`src/rtl/ffsa_pkg.sv`:
```
// Package for the first-fit segment allocator.
// Holds shared types, status codes, operation codes and controller states.
package ffsa_pkg;

  localparam int MaxSegments = 64;
  localparam int AddrBits    = 16;
  localparam int PoolReset   = 4096;

  typedef enum logic [1:0] {
    ST_OK      = 2'd0,
    ST_NOFIT   = 2'd1,
    ST_FULL    = 2'd2,
    ST_BADFREE = 2'd3
  } status_t;

  localparam logic OP_ALLOC = 1'b0;
  localparam logic OP_FREE  = 1'b1;

  typedef enum logic [3:0] {
    S_IDLE,
    S_INIT,
    S_SRCH_RD,
    S_SRCH_CHK,
    S_SPLIT_RD,
    S_SPLIT_WR,
    S_SPLIT_FIN,
    S_SPLIT_TAKE,
    S_FREE_MARK,
    S_MRG_RD,
    S_MRG_CHK,
    S_SH_RD,
    S_SH_WR,
    S_DONE
  } state_t;

  // Controller to datapath commands.
  typedef struct packed {
    logic       load_req;    // capture item fields
    logic       init_table;  // write one free segment at entry 0
    logic       clr_idx;     // index to zero
    logic       inc_idx;     // index plus one
    logic       rd_idx;      // read entry at index
    logic       rd_idx1;     // read entry at index plus one
    logic       rd_prev;     // read entry at shift pointer minus one
    logic       set_shift;   // shift pointer to count
    logic       dec_shift;   // shift pointer minus one
    logic       wr_shift;    // write held entry to shift pointer
    logic       wr_split;    // write taken entry at index
    logic       wr_rem;      // write split remainder at index plus one
    logic       mark_free;   // mark entry at index free
    logic       wr_merge;    // write merged entry at index
    logic       start_rm;    // shift pointer to index plus two
    logic       wr_rm;       // write held entry at shift pointer minus one
    logic       inc_rm;      // shift pointer plus one
    logic       cnt_inc;
    logic       cnt_dec;
    logic       set_result;
    status_t    res_status;
    logic       res_grant;   // grant start of entry at index
  } ffsa_cmd_t;

  // Datapath to controller status.
  typedef struct packed {
    logic op_free;
    logic size_zero;
    logic idx_end;       // index has reached count
    logic idx1_end;      // index plus one has reached count
    logic fit;           // read entry is free and long enough
    logic exact;         // read entry length equals request
    logic full;          // count at capacity
    logic match;         // read entry starts at address and is allocated
    logic both_free;     // entries index and index plus one both free
    logic shift_done;    // shift pointer has reached index plus one
    logic rm_done;       // remove sweep reached count
  } ffsa_sts_t;

endpackage

```
`src/rtl/first_fit_segment_allocator_top.sv`:
```
// First-fit segment allocator with coalescing. One item gives one result,
// shown for one cycle with done high; the receiver cannot stall it. An item
// searches the segments in order; a split moves entries up, then writes the
// remainder and the taken entry; a free marks the entry, then checks each
// adjacent pair and moves entries down after each merge.
// Writing pool_size reinitializes the table; a configuration write is taken
// only while idle and no item is offered on start.
module first_fit_segment_allocator_top #(
  parameter int MaxSegments = ffsa_pkg::MaxSegments,
  parameter int AddrBits    = ffsa_pkg::AddrBits
) (
  input  logic                clk,
  input  logic                rst,
  input  logic                start,
  output logic                busy,
  input  logic                operation,
  input  logic [AddrBits-1:0] request_size,
  input  logic [AddrBits-1:0] release_address,
  output logic                done,
  output logic [1:0]          status,
  output logic [AddrBits-1:0] granted_address,
  input  logic                cfg_valid,
  output logic                cfg_ready,
  input  logic [AddrBits-1:0] cfg_data
);
  ffsa_pkg::ffsa_cmd_t cmd;
  ffsa_pkg::ffsa_sts_t sts;
  logic ctrl_busy, done_q;

  // Accept configuration only when idle and no item is offered.
  assign cfg_ready = !ctrl_busy && !start;
  assign busy = ctrl_busy;

  // Raise done for one cycle after the result is set.
  always_ff @(posedge clk) begin
    if (rst) done_q <= 1'b0;
    else done_q <= cmd.set_result;
  end
  assign done = done_q;

  ffsa_ctrl u_ctrl (
    .clk(clk), .rst(rst), .start(start), .cfg_write(cfg_valid & cfg_ready),
    .sts(sts), .cmd(cmd), .busy(ctrl_busy)
  );

  ffsa_dpath #(.MaxSegments(MaxSegments), .AddrBits(AddrBits)) u_dpath (
    .clk(clk), .rst(rst), .cmd(cmd), .sts(sts),
    .cfg_write(cfg_valid & cfg_ready), .cfg_data(cfg_data),
    .operation(operation), .request_size(request_size),
    .release_address(release_address), .status(status),
    .granted_address(granted_address)
  );
endmodule

```
`src/rtl/ffsa_ram.sv`:
```
// Generic RAM with one write port and one registered read port.
// No dependencies.
module ffsa_ram #(
  parameter int Width = 8,
  parameter int Depth = 64
) (
  input  logic                     clk,
  input  logic                     we,
  input  logic [$clog2(Depth)-1:0] waddr,
  input  logic [Width-1:0]         wdata,
  input  logic [$clog2(Depth)-1:0] raddr,
  output logic [Width-1:0]         rdata
);
  logic [Width-1:0] mem [Depth];

  // Write and registered read.
  always_ff @(posedge clk) begin
    if (we) begin
      mem[waddr] <= wdata;
    end
    rdata <= mem[raddr];
  end
endmodule

```
`src/rtl/ffsa_ctrl.sv`:
```
// Controller for the first-fit segment allocator.
// Uses ffsa_pkg states, command and status structs.
module ffsa_ctrl (
  input  logic               clk,
  input  logic               rst,
  input  logic               start,
  input  logic               cfg_write,
  input  ffsa_pkg::ffsa_sts_t sts,
  output ffsa_pkg::ffsa_cmd_t cmd,
  output logic               busy
);
  ffsa_pkg::state_t state, state_next;

  // Hold the state.
  always_ff @(posedge clk) begin
    if (rst) begin
      state <= ffsa_pkg::S_INIT;
    end else begin
      state <= state_next;
    end
  end

  // Decode next state and commands.
  always_comb begin
    state_next = state;
    cmd = '0;
    cmd.res_status = ffsa_pkg::ST_OK;
    busy = (state != ffsa_pkg::S_IDLE);
    unique case (state)
      ffsa_pkg::S_IDLE: begin
        if (cfg_write) begin
          state_next = ffsa_pkg::S_INIT;
        end else if (start) begin
          cmd.load_req = 1'b1;
          cmd.clr_idx = 1'b1;
          state_next = ffsa_pkg::S_SRCH_RD;
        end
      end
      ffsa_pkg::S_INIT: begin
        cmd.init_table = 1'b1;
        state_next = ffsa_pkg::S_IDLE;
      end
      ffsa_pkg::S_SRCH_RD: begin
        priority if (!sts.op_free && sts.size_zero) begin
          cmd.set_result = 1'b1;
          cmd.res_status = ffsa_pkg::ST_NOFIT;
          state_next = ffsa_pkg::S_DONE;
        end else if (sts.idx_end) begin
          cmd.set_result = 1'b1;
          cmd.res_status = sts.op_free ? ffsa_pkg::ST_BADFREE : ffsa_pkg::ST_NOFIT;
          state_next = ffsa_pkg::S_DONE;
        end else begin
          cmd.rd_idx = 1'b1;
          state_next = ffsa_pkg::S_SRCH_CHK;
        end
      end
      ffsa_pkg::S_SRCH_CHK: begin
        priority if (sts.op_free) begin
          if (sts.match) begin
            cmd.mark_free = 1'b1;
            state_next = ffsa_pkg::S_FREE_MARK;
          end else begin
            cmd.inc_idx = 1'b1;
            state_next = ffsa_pkg::S_SRCH_RD;
          end
        end else if (!sts.fit) begin
          cmd.inc_idx = 1'b1;
          state_next = ffsa_pkg::S_SRCH_RD;
        end else if (sts.exact) begin
          cmd.mark_free = 1'b0;
          cmd.wr_split = 1'b1;
          cmd.set_result = 1'b1;
          cmd.res_grant = 1'b1;
          state_next = ffsa_pkg::S_DONE;
        end else if (sts.full) begin
          cmd.set_result = 1'b1;
          cmd.res_status = ffsa_pkg::ST_FULL;
          state_next = ffsa_pkg::S_DONE;
        end else begin
          cmd.set_shift = 1'b1;
          state_next = ffsa_pkg::S_SPLIT_RD;
        end
      end
      ffsa_pkg::S_SPLIT_RD: begin
        if (sts.shift_done) begin
          cmd.rd_idx = 1'b1;
          state_next = ffsa_pkg::S_SPLIT_FIN;
        end else begin
          cmd.rd_prev = 1'b1;
          state_next = ffsa_pkg::S_SPLIT_WR;
        end
      end
      ffsa_pkg::S_SPLIT_WR: begin
        cmd.wr_shift = 1'b1;
        cmd.dec_shift = 1'b1;
        state_next = ffsa_pkg::S_SPLIT_RD;
      end
      // Write the remainder first and keep the taken entry on the read port.
      ffsa_pkg::S_SPLIT_FIN: begin
        cmd.wr_rem = 1'b1;
        cmd.rd_idx = 1'b1;
        cmd.cnt_inc = 1'b1;
        state_next = ffsa_pkg::S_SPLIT_TAKE;
      end
      ffsa_pkg::S_SPLIT_TAKE: begin
        cmd.wr_split = 1'b1;
        cmd.set_result = 1'b1;
        cmd.res_grant = 1'b1;
        state_next = ffsa_pkg::S_DONE;
      end
      ffsa_pkg::S_FREE_MARK: begin
        cmd.clr_idx = 1'b1;
        state_next = ffsa_pkg::S_MRG_RD;
      end
      ffsa_pkg::S_MRG_RD: begin
        if (sts.idx1_end) begin
          cmd.set_result = 1'b1;
          state_next = ffsa_pkg::S_DONE;
        end else begin
          cmd.rd_idx = 1'b1;
          cmd.rd_idx1 = 1'b1;
          state_next = ffsa_pkg::S_MRG_CHK;
        end
      end
      ffsa_pkg::S_MRG_CHK: begin
        if (sts.both_free) begin
          cmd.wr_merge = 1'b1;
          cmd.start_rm = 1'b1;
          state_next = ffsa_pkg::S_SH_RD;
        end else begin
          cmd.inc_idx = 1'b1;
          state_next = ffsa_pkg::S_MRG_RD;
        end
      end
      ffsa_pkg::S_SH_RD: begin
        if (sts.rm_done) begin
          cmd.cnt_dec = 1'b1;
          state_next = ffsa_pkg::S_MRG_RD;
        end else begin
          cmd.rd_idx = 1'b0;
          state_next = ffsa_pkg::S_SH_WR;
        end
      end
      ffsa_pkg::S_SH_WR: begin
        cmd.wr_rm = 1'b1;
        cmd.inc_rm = 1'b1;
        state_next = ffsa_pkg::S_SH_RD;
      end
      ffsa_pkg::S_DONE: begin
        state_next = ffsa_pkg::S_IDLE;
      end
      default: begin
        state_next = ffsa_pkg::S_IDLE;
      end
    endcase
  end
endmodule

```
`src/rtl/ffsa_dpath.sv`:
```
// Datapath for the first-fit segment allocator: segment table RAM,
// index and shift pointers, request and result registers. Uses ffsa_pkg, ffsa_ram.
module ffsa_dpath #(
  parameter int MaxSegments = ffsa_pkg::MaxSegments,
  parameter int AddrBits    = ffsa_pkg::AddrBits
) (
  input  logic                clk,
  input  logic                rst,
  input  ffsa_pkg::ffsa_cmd_t cmd,
  output ffsa_pkg::ffsa_sts_t sts,
  input  logic                cfg_write,
  input  logic [AddrBits-1:0] cfg_data,
  input  logic                operation,
  input  logic [AddrBits-1:0] request_size,
  input  logic [AddrBits-1:0] release_address,
  output logic [1:0]          status,
  output logic [AddrBits-1:0] granted_address
);
  localparam int IdxBits = $clog2(MaxSegments);
  localparam int CntBits = $clog2(MaxSegments + 1);
  localparam int EntBits = 2 * AddrBits + 1;

  logic [AddrBits-1:0] pool_size, req_size, req_addr;
  logic                req_op;
  logic [CntBits-1:0]  count, idx, shp;
  logic [EntBits-1:0]  rd_a, rd_b, wdata_a, wdata_b;
  logic [IdxBits-1:0]  raddr_a, raddr_b, waddr_a, waddr_b;
  logic                we_a, we_b;
  logic                spl_pend;
  logic [AddrBits-1:0] a_start, a_len, b_start, b_len;
  logic                a_free, b_free;
  logic [CntBits-1:0]  idx1;
  logic [AddrBits-1:0] cfg_pool;

  assign cfg_pool = AddrBits'(cfg_data);
  assign idx1 = idx + CntBits'(1);
  assign {a_start, a_len, a_free} = rd_a;
  assign {b_start, b_len, b_free} = rd_b;

  // Hold pool size, segment count and pointers.
  always_ff @(posedge clk) begin
    if (rst) begin
      pool_size <= AddrBits'(ffsa_pkg::PoolReset);
      count <= CntBits'(1);
      idx <= '0;
      shp <= '0;
      spl_pend <= 1'b0;
    end else begin
      if (cfg_write) pool_size <= cfg_pool;
      if (cmd.init_table) count <= CntBits'(1);
      else if (cmd.cnt_inc) count <= count + CntBits'(1);
      else if (cmd.cnt_dec) count <= count - CntBits'(1);
      if (cmd.clr_idx) idx <= '0;
      else if (cmd.inc_idx) idx <= idx1;
      if (cmd.set_shift) shp <= count;
      else if (cmd.dec_shift) shp <= shp - CntBits'(1);
      else if (cmd.start_rm) shp <= idx + CntBits'(2);
      else if (cmd.inc_rm) shp <= shp + CntBits'(1);
      spl_pend <= cmd.rd_prev;
    end
  end

  always_ff @(posedge clk) begin
    if (cmd.load_req) begin
      req_op <= operation;
      req_size <= AddrBits'(request_size);
      req_addr <= AddrBits'(release_address);
    end
    if (cmd.set_result) begin
      status <= cmd.res_status;
      granted_address <= cmd.res_grant ? a_start : '0;
    end
  end

  // Select RAM addresses: port a reads index or sweep source, port b index plus one.
  always_comb begin
    raddr_a = idx[IdxBits-1:0];
    if (cmd.rd_prev) raddr_a = IdxBits'(shp - CntBits'(1));
    else if (!cmd.rd_idx && !cmd.rd_idx1) raddr_a = shp[IdxBits-1:0];
    raddr_b = idx1[IdxBits-1:0];
    we_a = 1'b0;
    we_b = 1'b0;
    waddr_a = idx[IdxBits-1:0];
    waddr_b = idx1[IdxBits-1:0];
    wdata_a = rd_a;
    wdata_b = rd_a;
    if (cmd.init_table) begin
      we_a = 1'b1;
      waddr_a = '0;
      wdata_a = {AddrBits'(0), pool_size, 1'b1};
    end else if (cmd.wr_shift) begin
      we_a = 1'b1;
      waddr_a = shp[IdxBits-1:0];
    end else if (cmd.wr_split) begin
      we_a = 1'b1;
      wdata_a = {a_start, req_size, 1'b0};
    end else if (cmd.wr_rem) begin
      we_b = 1'b1;
      wdata_b = {a_start + req_size, a_len - req_size, 1'b1};
    end else if (cmd.mark_free) begin
      we_a = 1'b1;
      wdata_a = {a_start, a_len, 1'b1};
    end else if (cmd.wr_merge) begin
      we_a = 1'b1;
      wdata_a = {a_start, a_len + b_len, 1'b1};
    end else if (cmd.wr_rm) begin
      we_a = 1'b1;
      waddr_a = IdxBits'(shp - CntBits'(1));
    end
  end

  // One RAM for the main port, a mirror for the second read port.
  ffsa_ram #(.Width(EntBits), .Depth(MaxSegments)) u_ram_a (
    .clk(clk), .we(we_a | we_b), .waddr(we_a ? waddr_a : waddr_b),
    .wdata(we_a ? wdata_a : wdata_b), .raddr(raddr_a), .rdata(rd_a)
  );
  ffsa_ram #(.Width(EntBits), .Depth(MaxSegments)) u_ram_b (
    .clk(clk), .we(we_a | we_b), .waddr(we_a ? waddr_a : waddr_b),
    .wdata(we_a ? wdata_a : wdata_b), .raddr(raddr_b), .rdata(rd_b)
  );

  // Report status to the controller.
  always_comb begin
    sts.op_free = (req_op == ffsa_pkg::OP_FREE);
    sts.size_zero = (req_size == '0);
    sts.idx_end = (idx >= count);
    sts.idx1_end = (idx1 >= count);
    sts.fit = a_free && (a_len >= req_size);
    sts.exact = (a_len == req_size);
    sts.full = (count >= CntBits'(MaxSegments));
    sts.match = (a_start == req_addr) && !a_free;
    sts.both_free = a_free && b_free;
    sts.shift_done = (shp <= idx1) && !spl_pend;
    sts.rm_done = (shp >= count);
  end
endmodule

```
`config.mk`:
```
export PLATFORM = sky130hd
export DESIGN_NAME = first_fit_segment_allocator_top
export DESIGN_NICKNAME = d
export VERILOG_FILES = /design/src/rtl/ffsa_pkg.sv /design/src/rtl/first_fit_segment_allocator_top.sv /design/src/rtl/ffsa_ram.sv /design/src/rtl/ffsa_ctrl.sv /design/src/rtl/ffsa_dpath.sv
export SDC_FILE = /design/constraint.sdc
export NUM_CORES = 2
export LEC_CHECK = 0
export BUFFER_PORTS_ARGS = -buffer_cell sky130_fd_sc_hd__buf_4
export CAP_MARGIN = 40
export CORE_ASPECT_RATIO = 1.25
export CORE_MARGIN = 4
export CORE_UTILIZATION = 50
export CTS_CLUSTER_DIAMETER = 30
export DETAILED_ROUTE_END_ITERATION = 12
export HOLD_SLACK_MARGIN = 0.06
export PLACE_DENSITY = 0.77
export SYNTH_ARGS = -nofsm -noshare
export SYNTH_HDL_FRONTEND = slang
export SYNTH_MEMORY_MAX_BITS = 65536
export SYNTH_SLANG_ARGS = --single-unit
```
`constraint.sdc`:
```
create_clock -name clk -period 15.14 [get_ports clk]
set_input_delay 1.514 -clock clk [delete_from_list [all_inputs] [get_ports clk]]
set_output_delay 1.514 -clock clk [all_outputs]
set_load 0.05 [all_outputs]
```
==> run metrics <==
vias in the first global route=65970; RSZ-0062 raised after global routing=no; Detailed Route WL=325700 um; count leader, synth=edfxtp_1; crit path from=u_dpath.idx[0]; PD cells=162.9 mW/mm2; critical path arrival=9.56 ns; Slew Viols, Final=0; Worst Setup End Kind=register; Via density=7.037; Clock Path Buffers=4; synth top area cells=edfxtp_1, mux4_2, nand2_1; Post-CTS Setup Bufs=0; Tot Pwr=18.88 mW; post-synthesis cell type with the largest combined area=edfxtp_1; Hold Fails Final Rpt=0; Final Setup Violations=0; Critical Path RT=16.00 ns; Core Region=0.1967 mm2; Post-synth top cells=edfxtp_1, nand2_1, mux4_2; Critical Path Stages=21; Mean Syn Cell Area=16.00 um2; Peak VDD IR=0.1743 mV; post-CTS sizing=0; drt first-iter violations=10590; Crit Path Class=register to register; first-pass GRT wire length=461900 um; Synth cell types=80; Starting Density=50.30%; die width=405.9 um; post-route antenna net violation count=0; Top delay family on crit path=buffers and inverters; CTS tree=built; Synth Warn #=0; hold buffers post-CTS=0; pin count of the biggest net entering global routing=186; initial antenna violation count=17; DR DRC count=0; Seq/Total Area, Yosys=67.52%; DR vias=65460; H-Tree Depth=5; Num CTS Buffers=349; # port buffers=73; Final period util=57.49%; R2R cell count=21; clock sinks=2256; Worst Setup Start Kind=register; row count=182; clk slew on worst S/H paths=0.06 ns; worst path cell trace=ha_4 > buf_4 > inv_1 > ha_1 > nand3b_1 > a32o_1 > maj3_2 > a221o_1 > a311oi_1 > a311oi_4 > buf_4 > buf_16 > o2111ai_4 > buf_4 > buf_4 > buf_4 > a21oi_1 > a2111oi_0 > a22o_1 > nor4_1 > buf_4; reg2reg end=u_dpath.u_ram_a.rdata[10]; CP Buf/Inv Count=8; number of synthesized flops with an enable pin=2163; crit path to=u_dpath.u_ram_a.rdata[10]; GPL Wtd Cong=0.9683; total track usage=31.35%; top_reg_cell synth=edfxtp_1; FMAX=0.1149 GHz; full die area=0.2051 mm2; Syn Nets=6321; most used cell, CP=buf_4; fin nets=6577; Placed Cells=8657; clock latency on the worst-skew pair=0.98 ns; Worst-Margin Slew=1.171 ns; Crit Path Max Fanout=54; non-filler cells, final=9302; Fin Setup TNS=0 ns; final clock skew=0.07948 ns; DR WL/cell=35.01 um; Slowest-stage cell, CP=dfxtp_4; Lkg Pwr=37.64 nW; mapped cell area=0.09896 mm2; min Tclk post-route=8.705 ns; fraction of registers with async set/reset=0%; DP HPWL=182100 um; DR pass1 iterations=9; Rel. slew slack=21.94%; Worst R2R Start=u_dpath.idx[0]; Synth Instances=6185; Syn-to-layout area delta=17.09%; layout cells sized above 1=23.23%; Yosys top cell area share=65.64%; Root Driver=clkbuf_16; Die Span Y=505.4 um; reg2reg setup slack=6.44 ns; Ports=74; Hold Path Class=register to register; grt total ovfl=0; #FFs+latches synth=2256; maxcap violations=0; CP peak stage delay=0.92 ns; run status=finished, final reports clean
## metal layers
layer | track usage [%] | wire length, um | up-vias
met5 | 0 | 96 | -
met4 | 26.66 | 32260 | 16
met3 | 10.16 | 44440 | 1515
met2 | 48.32 | 151100 | 6054
met1 | 35.30 | 97770 | 32410
li1 | - | - | 25470
## registers in the layout (all words and copies together) (netlist names)
signal,cells
u_dpath.req_op,1
u_dpath.pool_size,16
u_ctrl.state,4
u_dpath.u_ram_b.mem,2079
u_dpath.idx,7
u_dpath.count,7
u_dpath.req_addr,16
u_dpath.u_ram_a.mem,33
u_dpath.req_size,16
u_dpath.granted_address,16
u_dpath.u_ram_a.rdata,33
u_dpath.status,2
done,1
u_dpath.u_ram_b.rdata,17
u_dpath.spl_pend,1
u_dpath.shp,7
## worst reg2reg max path: stages (launching register included)
cell and delay [ns]:
dfxtp_4 0.92, ha_4 0.90, buf_4 0.80, inv_1 0.13, ha_1 0.35, nand3b_1 0.11, a32o_1 0.25, maj3_2 0.35
a221o_1 0.38, a311oi_1 0.55, a311oi_4 0.04, buf_4 0.29, buf_16 0.23, o2111ai_4 0.15, buf_4 0.32, buf_4 0.61
buf_4 0.65, a21oi_1 0.13, a2111oi_0 0.86, a22o_1 0.29, nor4_1 0.09, buf_4 0.19
## area by class of cell
class,instances,area (um2)
Antenna cell,11,27.53
Tap cell,2576,3223
Fill cell,13690,80880
Clock buffer,378,8969
Timing Repair Buffer,313,2618
Inverter,62,237.7
Sequential cell,2256,66820
Clock inverter,247,2736
Multi-Input combinational cell,3459,31240
## cell usage in the layout, fill, tap and decap left out, types with 77 or more instances in the layout
cell type  synthesis  routed
a21oi_1          124     118
a31oi_1           77      77
and3_1           130     130
buf_4             22     268
clkbuf_16          0     354
dfxtp_1           93      92
edfxtp_1        2163    2163
ha_1              79      78
mux2i_1          298     296
mux4_2           536     536
nand2_1          967     967
nand3_1          150     150
nor2_1           162      89
o22ai_1           96      96
## kinds of logic after synthesis
| logic type | share of synthesized area (%) |
|---|---|
| adders and majority gates | 1.101 |
| xor gates and xnor gates | 0.5740 |
| AOI/OAI and AO/OA | 6.318 |
| DFF | 67.52 |
| buffers and inverters | 2.036 |
| and+or+nand+nor | 7.194 |
| muxes | 15.26 |
## how the worst min path moves through the flow
stage / startpoint / end / slack, ns / cells past startpoint
floorplan: u_dpath.pool_size[2] / u_dpath.pool_size[2] / 0.43 / 2
global placement: u_dpath.pool_size[5] / u_dpath.pool_size[5] / 0.46 / 2
detailed placement: u_dpath.pool_size[6] / u_dpath.pool_size[6] / 0.47 / 2
CTS: u_dpath.pool_size[8] / u_dpath.pool_size[8] / 0.48 / 2
global route: u_dpath.pool_size[8] / u_dpath.pool_size[8] / 0.51 / 2
finish: u_dpath.pool_size[5] / u_dpath.pool_size[5] / 0.49 / 2
## where the power goes
part           switching (mW)  internal [mW]  total (mW)
registers               0.236           7.68        7.91
logic                    2.07          0.889        2.96
clock network            3.00           5.01        8.00
total                    5.31           13.6        18.9
## per-stage QoR
stage	hold WS [ns]	instance area [um2]	util, %	setup slack [ns]
after floorplan	0.4332	98960	-	9.449
after global placement	0.4633	103600	52.68	5.359
after detailed placement	0.4699	104000	52.88	6.646
after CTS	0.4810	115700	58.83	6.504
after global routing	0.5076	115900	58.88	6.204
final	0.4897	115900	58.89	6.435
No activity file was read; power rests on OpenSTA's default activity.
